[src/rtl/sha_pkg.sv]
// SHA-256 package: shared types, round constants and a helper function.
// No dependencies.
`timescale 1ns / 1ps
package sha_pkg;

    typedef struct packed {
        logic [7:0] data;
        logic       present;
        logic       last;
    } sha_item_t;

    typedef enum logic [2:0] {
        ST_IDLE,
        ST_PAD,
        ST_ROUND,
        ST_FOLD,
        ST_EMIT
    } sha_state_t;

    localparam logic [31:0] INIT_WORDS [8] = '{
        32'h6a09e667, 32'hbb67ae85, 32'h3c6ef372, 32'ha54ff53a,
        32'h510e527f, 32'h9b05688c, 32'h1f83d9ab, 32'h5be0cd19
    };

    localparam logic [31:0] ROUND_CONST [64] = '{
        32'h428a2f98, 32'h71374491, 32'hb5c0fbcf, 32'he9b5dba5,
        32'h3956c25b, 32'h59f111f1, 32'h923f82a4, 32'hab1c5ed5,
        32'hd807aa98, 32'h12835b01, 32'h243185be, 32'h550c7dc3,
        32'h72be5d74, 32'h80deb1fe, 32'h9bdc06a7, 32'hc19bf174,
        32'he49b69c1, 32'hefbe4786, 32'h0fc19dc6, 32'h240ca1cc,
        32'h2de92c6f, 32'h4a7484aa, 32'h5cb0a9dc, 32'h76f988da,
        32'h983e5152, 32'ha831c66d, 32'hb00327c8, 32'hbf597fc7,
        32'hc6e00bf3, 32'hd5a79147, 32'h06ca6351, 32'h14292967,
        32'h27b70a85, 32'h2e1b2138, 32'h4d2c6dfc, 32'h53380d13,
        32'h650a7354, 32'h766a0abb, 32'h81c2c92e, 32'h92722c85,
        32'ha2bfe8a1, 32'ha81a664b, 32'hc24b8b70, 32'hc76c51a3,
        32'hd192e819, 32'hd6990624, 32'hf40e3585, 32'h106aa070,
        32'h19a4c116, 32'h1e376c08, 32'h2748774c, 32'h34b0bcb5,
        32'h391c0cb3, 32'h4ed8aa4a, 32'h5b9cca4f, 32'h682e6ff3,
        32'h748f82ee, 32'h78a5636f, 32'h84c87814, 32'h8cc70208,
        32'h90befffa, 32'ha4506ceb, 32'hbef9a3f7, 32'hc67178f2
    };

    localparam logic [7:0] PAD_BYTE = 8'h80;

    function automatic logic [31:0] rotr(input logic [31:0] x, input int n);
        rotr = (x >> n) | (x << (32 - n));
    endfunction

endpackage

[src/rtl/sha_front.sv]
// Input front end: two-entry item queue between the input channel and the engine.
// Depends on sha_pkg.
`timescale 1ns / 1ps
module sha_front
    import sha_pkg::*;
(
    input  logic      clk,
    input  logic      rst_n,
    input  logic      in_valid,
    output logic      in_stall,
    input  sha_item_t in_item,
    output logic      q_valid,
    input  logic      q_take,
    output sha_item_t q_item
);

    sha_item_t  slot_reg [2];
    logic       rd_reg, wr_reg;
    logic [1:0] cnt_reg;
    logic       push, pop;

    // Drop idle items at the door; they never reach the engine.
    assign in_stall = (cnt_reg == 2'd2);
    assign push     = in_valid && !in_stall && (in_item.present || in_item.last);
    assign q_valid  = (cnt_reg != 2'd0);
    assign pop      = q_valid && q_take;
    assign q_item   = slot_reg[rd_reg];

    always_ff @(posedge clk)
    begin
        if (push)
        begin
            slot_reg[wr_reg] <= in_item;
        end
    end

    always_ff @(posedge clk or negedge rst_n)
    begin
        if (!rst_n)
        begin
            rd_reg  <= 1'b0;
            wr_reg  <= 1'b0;
            cnt_reg <= 2'd0;
        end
        else
        begin
            if (push)
            begin
                wr_reg <= !wr_reg;
            end
            if (pop)
            begin
                rd_reg <= !rd_reg;
            end
            cnt_reg <= cnt_reg + {1'b0, push} - {1'b0, pop};
        end
    end

endmodule

[config.mk]
export PLATFORM = sky130hd
export DESIGN_NAME = sha_front
export DESIGN_NICKNAME = d
export VERILOG_FILES = /design/src/rtl/sha_pkg.sv /design/src/rtl/sha_front.sv
export SDC_FILE = /design/constraint.sdc
export NUM_CORES = 1
export LEC_CHECK = 0
export ABC_AREA = 1
export CAP_MARGIN = 20
export CORE_UTILIZATION = 55
export CTS_CLUSTER_SIZE = 14
export DETAILED_ROUTE_END_ITERATION = 7
export DONT_BUFFER_PORTS = 1
export HOLD_SLACK_MARGIN = 0.15
export PLACE_DENSITY = 0.79
export SYNTH_ARGS = -nofsm -noshare
export SYNTH_HDL_FRONTEND = slang
export SYNTH_SLANG_ARGS = --single-unit
[constraint.sdc]
create_clock -name clk -period 2.05 [get_ports clk]
set_clock_uncertainty 0.05 [all_clocks]
set_input_delay 0.1025 -clock clk [delete_from_list [all_inputs] [get_ports clk]]
set_output_delay 0.1025 -clock clk [all_outputs]
set_load 0.05 [all_outputs]
; After elaboration in Yosys (flattened, before gate mapping)
; Memories as Yosys holds them, arrays and structs flattened.
; Cells that the tools add are included.
[totals]
latchBits = 0
mem_bits_rw = 20
out_inout_bits = 12
wordCells = 17
n_memories = 1
register_bits = 4
in_bits = 14
mem_bits_ro = 0
[classes]
order_cmp = 0
n_mul = 0
eq_ne = 1
shifts = 0
add_sub_neg = 2
div_mod_pow = 0
bitwise = 0
reduce_logical = 8
n_mux = 2
[mem_list]
columns = name, depth, width, rd, rd_clocked_by_memory_dff, write_ports, line
row1 = slot_reg, 2, 10, 1, 0, 1, sha_front.sv:17  ; sha_item_t slot_reg [2];
[ops]
columns = cell, n
row1 = logical AND 1 bit, 3
row2 = logical NOT 1 bit, 3
row3 = adder 2 x 1 -> 2 bit, 1
row4 = "equality test 2 bit, second input constant", 1
row5 = two-way mux 1 bit, 2
row6 = nonzero test 2 bit, 1
row7 = subtractor 2 x 1 -> 2 bit, 1
row8 = logical OR 1 bit, 1

; Longest topological paths before layout
; Gate-level depths: netlist of the first run.
[depth]
ltp_word = 6
ltp_mapped = 9
depth_no_buf = 9

; Worst setup path before layout of the first run
; OpenSTA, ideal clock, no wires.
[synth_timing]
path_type = flip-flop to flip-flop
from = register cnt_reg[1]
to = memory slot_reg[1][0] (netlist name), enable pin
stages_incl_launch_ff = 4
required_ns = 1.624
arrival_time_ns = 1.089
setup_ns = 0.376
setup_slack_ns = 0.535
synth_period_minus_slack_ns = 1.515
path_buffers = 0
path_cell_list = dfrtp_1 > nand2_1 > nand3_2 > nor2_1
[synth_between]
elab_chain_len = 6
[synth_rtl]
columns = item, line
row1 = "start, declared", sha_front.sv:19  ; logic [1:0] cnt_reg;
row2 = "start signal, assigned", sha_front.sv:55  ; cnt_reg <= cnt_reg + {1'b0, push} - {1'b0, pop};
row3 = equality test 2 bit, sha_front.sv:23  ; assign in_stall = (cnt_reg == 2'd2);
row4 = logical NOT 1 bit, sha_front.sv:24  ; assign push = in_valid && !in_stall && (in_item.present || in_item.last);
row5 = logical AND 1 bit (2 in series), sha_front.sv:24
row6 = two-way mux 1 bit, sha_front.sv:31  ; if (push)
row7 = two-way mux 1 bit (not written as such), sha_front.sv:33  ; slot_reg[wr_reg] <= in_item;
row8 = "end, declared", sha_front.sv:17
; No other way between the ends.

==> run_results.csv, run 1 <==
group,metric,value,unit
sta,slew_headroom,68.5,%
worst_setup_path,cp-end-kind,"output pin",
worst_setup_path,crit_path_frequent_cell,"nand2_1",
layout,final_cell_mix,"nand2_1 (40), edfxtp_1 (20), dlygate4sd3_1 (14)",
global_route,overflow,0,
route,drcViolationCount,0,
power_and_ir_drop,power_leakage,0.539,nW
yosys,yosys_warnings,0,
worst_setup_path,crit_path_start_kind,"flop",
sta,worst_pin_slew,0.472,ns
placed_design,post-dp-hpwl,1010,um
route,drtIter0Drc,17,
layout,diodes,0,
status,status,"finished clean",
worst_setup_path,crit_chain,"inv_1, nand2_1, nand2_1",
cts,clock_sinks,24,
sta,fmax,553,MHz
global_route,grt_pass1_wl,2400,um
die,core_area,0.00171,sq mm
cts,cts_resized,0,
sta,hold_viol_final,0,
cts,cts_buffers,3,
global_route,met3_usage,4.49,%
yosys,synth.distinct_cells,15,
global_route,grtUsageMet2,32.1,%
cts,worstSkewPairLatency,0.31,ns
sta,setup_tns,0,ns
worst_setup_path,criticalPathCategory,"reg -> out",
cts,cts_root_buf,"clkbuf_4",
yosys,synthCells,88,
route,vias,623,
cts,htreeDepth,1,
global_route,antenna_found_initial,0,
global_route,grt.total_usage,18.5,%
placed_design,place_area,0.00102,sq mm
sta,post-route-period-util,88.2,%
yosys,synth_area_leader_cell,"edfxtp_1",
cts,clockBufferDepth,2,
route,drt-total-wl,1600,um
route,vias_per_cell,4.79,
worst_setup_path,cp_max_fo,12,
worst_setup_path,crit_buf_inv,1,
layout,layout-drive-gt1-share,7.62,%
worst_setup_path,critPathMaxStageDelay,0.54,ns
yosys,synth_area,998,sq um
min_path,hp-class,"in -> reg",
worst_setup_path,crit_path_top_delay_cell,"dfrtp_1",
yosys,seq_area_frac_synth,70.2,%
layout,fin_area,0.00121,sq mm
placed_design,io_buffers,0,
global_route,grt_busiest_layer,"met2",
sta,rsz0062_at_grt,"no",
layout,utilization,70.9,%
layout,area_growth,21.3,%
yosys,syn_nets,104,
power_and_ir_drop,vdd_ir_drop_max,1090,uV
power_and_ir_drop,power.total,1.87,mW
die,num_rows,15,
yosys,synth_top_area_share,60.2,%
cts,clk_pin_slew,0.13,ns
yosys,synth_area_leaders,"edfxtp_1 (60%), nand2_1 (15%), dfrtp_1 (10%), inv_1 (3.8%), ha_1 (2.5%)",
yosys,synth_area_per_cell,11.3,sq um
run,max_cap_viol_count,0,
yosys,synth-seq-cells,24,
worst_setup_path,critPathRequiredTime,1.90,ns
sta,final-setup-viol-count,0,
global_route,grt_pass1_vias,545,
layout,largest_reg_flops,20,
layout,finalNetCount,122,
die,die_y,44.6,um
die,die_width,44.6,um
sta,drv_slew,0,
sta,layout_min_cycle_time,1.81,ns
worst_setup_path,path_delay_family,"flip-flops",
global_route,grtUsageMet1,20.4,%
layout,mostFrequentLayoutCell,"nand2_1",
cts,post_cts_buffers,0,
worst_setup_path,arrival,1.66,ns
route,ant_nets,0,
sta,hold_slack,0.385,ns
cts,cts_tree,"yes",
route,wl_per_cell,12.3,um
placed_design,place_congestion,0.729,
die,die_area,0.00199,sq mm
die,pin_count,26,
die,start_util,58.5,%
power_and_ir_drop,p_per_area,1540,mW/mm^2
route,dr.pass1.iters,4,
global_route,grt_max_degree,15,
layout make-up:
class	instances	area, sq um
clock buffers	3	22.5
clock inverters	1	30.0
fillers	123	497
inverters	10	37.5
multi-input cells	52	241
flip-flops and latches	24	701
well taps	25	31.3
repair buffers	15	148
cell usage after synthesis:
| cell | number |
|---|---|
| nand2_1 | 40 |
| edfxtp_1 | 20 |
| inv_1 | 10 |
| dfrtp_1 | 4 |
| nor2_1 | 3 |
| ha_1 | 2 |
| buf_2 | 1 |
| clkbuf_8 | 1 |
| nand2_2 | 1 |
| nand3_1 | 1 |
| nand3_2 | 1 |
| o21a_1 | 1 |
| or2_4 | 1 |
| xnor2_1 | 1 |
| xor2_1 | 1 |
logic make-up (layout without fill, tap and decap cells):
family,Yosys count,in the layout,share of synthesized area [%]
buffers and inverters,12,29,5.64
adders and majority gates,2,2,2.51
xor gates and xnor gates,2,2,1.75
and+or+nand+nor,47,47,19.2
AOI/OAI and AO/OA,1,1,0.752
DFF,24,24,70.2
what timing repair did:
action	in CTS	in global routing
hold buffers	14	0
endpoints found under the hold margin	26	0
endpoints found under the setup margin	0	0
through the flow:
stage,std cells,setup WS [ns]
final,130,0.241
after CTS,130,0.232
after detailed placement,112,0.582
after global placement,112,0.623
after global routing,130,0.125
after floorplan,88,0.535
layer usage:
layer,vias up,wire (um)
met5,-,0
li1,318,-
met2,22,827
met1,279,651
met4,0,39
met3,4,80
path summary, 6_finish.rpt:
check,cells after the start,to,from,slack (ns)
setup / recovery,3,q_item[1],rd_reg,0.24
hold / removal,1,slot_reg[1][2],in_item[2],0.38
setup reg to reg,8,cnt_reg[1],cnt_reg[1],0.56
hold reg to reg,2,wr_reg,wr_reg,0.48
max in group asynchronous,2,rd_reg,rst_n,1.19
min in group asynchronous,2,wr_reg,rst_n,0.56
power by group:
| part | switching [mW] | total (mW) | internal, mW |
|---|---|---|---|
| Combinational | 0.651 | 0.800 | 0.149 |
| Sequential | 0.0808 | 0.732 | 0.651 |
| Clock | 0.138 | 0.336 | 0.198 |
(Power assumes the default switching activity.)
==> run 2, diff against run 1 <==
--- a/config.mk
+++ b/config.mk
@@ -7,6 +7,7 @@
 export LEC_CHECK = 0
 export ABC_AREA = 1
 export CAP_MARGIN = 20
+export CORE_ASPECT_RATIO = 1.1
 export CORE_UTILIZATION = 55
 export CTS_CLUSTER_SIZE = 14
 export DETAILED_ROUTE_END_ITERATION = 7
==> run 2 against run 1 <==
Against the previous run:
- sequential power is essentially flat
- clock power shrank 39%
- worst setup slack gained 0.021 ns
- register-to-register slack lost 0.03 ns
- power shrank 6.7%
- final cell count shrank 6.2%
- worst hold slack lost 0.0016 ns
- non-clock buffer count is the same
- largest power group unchanged
==> run_results.csv, run 2 (same netlist as run 1, synthesis figures left out) <==
group,metric,value,unit
status,status,"finished clean",
worst_setup_path,critPathMaxStageDelay,0.54,ns
worst_setup_path,path_delay_family,"flip-flops",
placed_design,io_buffers,0,
layout,nFillCells,119,
die,die_area,0.00199,sq mm
worst_setup_path,cp_max_fo,12,
worst_setup_path,crit_buf_inv,1,
placed_design,dp_cells,104,
worst_setup_path,cp-end-kind,"output pin",
power_and_ir_drop,p_per_area,1480,mW/mm^2
sta,hold_viol_final,0,
sta,layout_min_cycle_time,1.79,ns
route,drcViolationCount,0,
cts,clk_pin_slew,0.12,ns
route,drtIter0Drc,18,
worst_setup_path,criticalPathCategory,"reg -> out",
worst_setup_path,crit_chain,"inv_1, nand2_1, nand2_1",
layout,final_cell_mix,"nand2_1 (40), edfxtp_1 (20), dlygate4sd3_1 (14)",
layout,finalNonFillerCells,122,
placed_design,place_congestion,0.764,
die,start_util,61.1,%
sta,fmax,559,MHz
cts,cts_tree,"yes",
layout,regArea,701,sq um
layout,layout-drive-gt1-share,6.67,%
worst_setup_path,crit_path_top_delay_cell,"dfrtp_1",
sta,slew_headroom,68.1,%
power_and_ir_drop,power_leakage,0.526,nW
layout,multi_input_area,241,sq um
route,dr.pass1.iters,4,
global_route,grt_pass1_vias,579,
cts,clockBufferDepth,2,
die,pin_count,26,
worst_setup_path,crit_path_start_kind,"flop",
min_path,hp-class,"in -> reg",
worst_setup_path,arrival,1.63,ns
route,drt-total-wl,1680,um
run,max_cap_viol_count,0,
power_and_ir_drop,vdd_ir_drop_max,1180,uV
layout,largest_reg_flops,20,
cts,cts_root_buf,"clkbuf_4",
die,num_rows,15,
die,die_y,46.7,um
route,wl_per_cell,13.8,um
cts,clock_sinks,24,
route,vias,638,
die,die_width,42.6,um
layout,diodes,0,
sta,final-setup-viol-count,0,
worst_setup_path,reg2reg_slack,0.53,ns
global_route,grt_pass1_wl,2450,um
die,core_area,0.00163,sq mm
placed_design,post-dp-hpwl,1040,um
layout,mostFrequentLayoutCell,"nand2_1",
cts,worstSkewPairLatency,0.31,ns
layout,area_growth,17.7,%
global_route,grt_max_degree,14,
route,vias_per_cell,5.23,
sta,rsz0062_at_grt,"no",
sta,worst_pin_slew,0.478,ns
sta,drv_slew,0,
layout,finalNetCount,122,
cts,htreeDepth,1,
cts,post_cts_buffers,0,
sta,hold_slack,0.383,ns
route,ant_nets,0,
power_and_ir_drop,power.total,1.74,mW
worst_setup_path,critPathRequiredTime,1.90,ns
global_route,antenna_found_initial,0,
global_route,grt.total_usage,18.3,%
sta,post-route-period-util,87.2,%
sta,setup_tns,0,ns
global_route,overflow,0,
cts,cts_buffers,3,
worst_setup_path,crit_path_frequent_cell,"nand2_1",
run 2: cell count changes in the layout (fill, tap and decap cells not counted), sizes merged:
cell	delta
clkinv	+1
bufinv	-1
run 2: final timing paths:
path                             from              to  cells after the start
setup / recovery               rd_reg       q_item[7]                      3
hold / removal             in_item[8]  slot_reg[1][8]                      1
setup reg to reg           cnt_reg[1]      cnt_reg[1]                      8
hold reg to reg                wr_reg          wr_reg                      2
max in group asynchronous       rst_n          rd_reg                      2
min in group asynchronous       rst_n      cnt_reg[0]                      2
run 2: worst register-to-register path, delay by kind of cell, from the launching register on:
family                   cells  cell delay, ns
buffers and inverters        2            0.10
AND/OR/NAND/NOR              4            0.38
flip-flops                   1            0.46
adder cells (fa/ha/maj)      2            0.43
run 2: final cells by class:
cell class	instances	share of cell area, %
Sequential cell	24	59.6
Timing Repair Buffer	15	12.6
Clock inverter	1	0.319
Clock buffer	3	1.92
Tap cell	17	1.81
Inverter	10	3.19
Multi-Input combinational cell	52	20.6
run 2: per-stage QoR:
step | cell area [sq um] | worst slack (ns) | util (%)
floorplan | 998 | 0.535 | -
global placement | 1010 | 0.593 | 61.8
detailed placement | 1010 | 0.549 | 61.8
CTS | 1170 | 0.221 | 72.0
global route | 1170 | 0.131 | 72.0
finish | 1170 | 0.263 | 72.0
run 2: per-layer routing:
| metal | wire (um) | GRT usage, % |
|---|---|---|
| met1 | 643 | 18.6 |
| met2 | 842 | 30.9 |
| met3 | 113 | 7.84 |
| met4 | 81 | 12.5 |
| met5 | 0 | 0 |
run 2: timing repair:
| item | 4_1_cts | 5_1_grt |
|---|---|---|
| hold buffers | 14 | 0 |
| hold endpoints to repair | 26 | 0 |
| gates resized for setup | 0 | 0 |
run 2: report_power, final:
group | internal (mW) | switching (mW) | total, mW
logic | 0.149 | 0.656 | 0.805
registers | 0.652 | 0.0819 | 0.734
clock network | 0.0713 | 0.134 | 0.205
total | 0.872 | 0.871 | 1.74
==> run 3, diff against run 2 <==
--- a/config.mk
+++ b/config.mk
@@ -8,6 +8,7 @@
 export ABC_AREA = 1
 export CAP_MARGIN = 20
 export CORE_ASPECT_RATIO = 1.1
+export CORE_MARGIN = 10
 export CORE_UTILIZATION = 55
 export CTS_CLUSTER_SIZE = 14
 export DETAILED_ROUTE_END_ITERATION = 7
==> run 3 against run 2 <==
Against the previous run:
- largest power group unchanged
- critical path depth stayed put
- clock power is 2% lower
- wire length is 7.9% higher
- worst hold slack better by 0.011 ns
- sequential power hardly changed
- combinational power hardly changed
==> run_results.csv, run 3 (same netlist as run 1, synthesis figures left out) <==
group,metric,value,unit
sta,slew_headroom,67.3,%
placed_design,io_buffers,0,
worst_setup_path,critPathRequiredTime,1.90,ns
route,wl_per_cell,14.7,um
layout,diodes,0,
layout,finalNetCount,122,
status,status,"finished clean",
sta,layout_min_cycle_time,1.80,ns
route,wl_met3,147,um
worst_setup_path,crit_path_frequent_cell,"nand2_1",
sta,fmax,554,MHz
cts,cts_buffers,3,
sta,hold_viol_final,0,
sta,worst_pin_slew,0.490,ns
cts,clock_sinks,24,
worst_setup_path,cp-end-kind,"output pin",
global_route,antenna_found_initial,0,
route,vias,594,
die,start_util,56.7,%
sta,layout_setup_ws,0.246,ns
route,drcViolationCount,0,
placed_design,post-dp-hpwl,1230,um
sta,hold_slack,0.394,ns
min_path,hp-class,"in -> reg",
die,die_y,64.7,um
cts,clk_pin_slew,0.12,ns
sta,rsz0062_at_grt,"no",
cts,cts_tree,"yes",
layout,layout-drive-gt1-share,6.67,%
die,num_rows,16,
placed_design,place_area,0.00101,sq mm
die,pin_count,26,
die,die_width,60.6,um
worst_setup_path,cp_max_fo,12,
cts,htreeDepth,1,
placed_design,place_ws,0.565,ns
worst_setup_path,arrival,1.65,ns
power_and_ir_drop,vdd_ir_drop_max,819,uV
power_and_ir_drop,p_per_area,1470,mW/mm^2
worst_setup_path,crit_buf_inv,1,
worst_setup_path,crit_path_start_kind,"flop",
layout,final_cell_mix,"nand2_1 (40), edfxtp_1 (20), dlygate4sd3_1 (14)",
power_and_ir_drop,power_leakage,0.526,nW
sta,drv_slew,0,
worst_setup_path,crit_path_top_delay_cell,"dfrtp_1",
layout,area_growth,17.8,%
route,vias_per_cell,4.83,
route,wl_met1,746,um
worst_setup_path,crit_chain,"inv_1, nand2_1, nand2_1",
layout,largest_reg_flops,20,
sta,post-route-period-util,88.0,%
worst_setup_path,criticalPathCategory,"reg -> out",
layout,fin_area,0.00118,sq mm
global_route,overflow,0,
cts,clockBufferDepth,2,
worst_setup_path,path_delay_family,"flip-flops",
route,drt-total-wl,1810,um
layout,finalNonFillerCells,123,
cts,cts_resized,0,
global_route,grt.total_usage,9.54,%
cts,worstSkewPairLatency,0.31,ns
sta,setup_tns,0,ns
placed_design,dp_cells,105,
route,dr.pass1.iters,4,
route,wl_met2,892,um
route,drtIter0Drc,34,
die,die_area,0.00392,sq mm
run,max_cap_viol_count,0,
route,ant_nets,0,
global_route,grt_max_degree,14,
placed_design,place_congestion,0.701,
cts,cts_root_buf,"clkbuf_4",
global_route,grt_pass1_vias,636,
layout,mostFrequentLayoutCell,"nand2_1",
die,core_area,0.00176,sq mm
route,top_layer,"met4",
global_route,grt_pass1_wl,2900,um
worst_setup_path,critPathMaxStageDelay,0.53,ns
sta,final-setup-viol-count,0,
## run 3: cell counts in the layout (fill, tap and decap cells not counted)
No cell type changed its count.
## run 3: final cells by class
class,count,area [sq um]
flip-flops and latches,24,701
fillers,139,586
multi-input cells,52,241
repair buffers,15,148
inverters,10,37.5
clock buffers,3,22.5
well taps,18,22.5
clock inverters,1,3.75
## run 3: timing repair
action,CTS,global route
buffers inserted,0,0
hold buffers,14,0
hold endpoints to repair,26,0
endpoints found under the setup margin,0,0
## run 3: through the flow
stage,power [mW],utilization (%)
3_3_place_gp,1.51,57.3
2_1_floorplan,1.46,-
5_1_grt,1.85,66.8
3_5_place_dp,1.53,57.3
4_1_cts,1.76,66.8
6_report,1.73,66.8
## run 3: routing by layer
layer | GRT usage (%) | vias up
met3 | 2.92 | 4
met1 | 10.6 | 255
li1 | - | 313
met2 | 16.1 | 22
met5 | 0 | -
met4 | 4.12 | 0
## run 3: power by group
group / internal (mW) / switching [mW] / leakage (nW)
logic: 0.148 / 0.655 / 0.279
registers: 0.651 / 0.0791 / 0.232
clock network: 0.0711 / 0.129 / 0.0154
total: 0.871 / 0.863 / 0.526
## run 3: worst paths after layout
path / start / endpoint / slack, ns / depth (start not counted)
max in group asynchronous: rst_n / rd_reg / 1.25 / 2
min reg2reg: wr_reg / wr_reg / 0.44 / 2
min in group asynchronous: rst_n / cnt_reg[0] / 0.53 / 2
max reg2reg: cnt_reg[1] / cnt_reg[1] / 0.58 / 8
min: in_item[3] / slot_reg[0][3] / 0.39 / 1
max: rd_reg / q_item[8] / 0.25 / 3
## run 3: worst reg2reg max path, delay by kind of cell (launching register included)
kind,cells,cell delay [ns]
flops,1,0.46
fa+ha+maj,2,0.41
simple gates,4,0.36
buf+inv,2,0.09
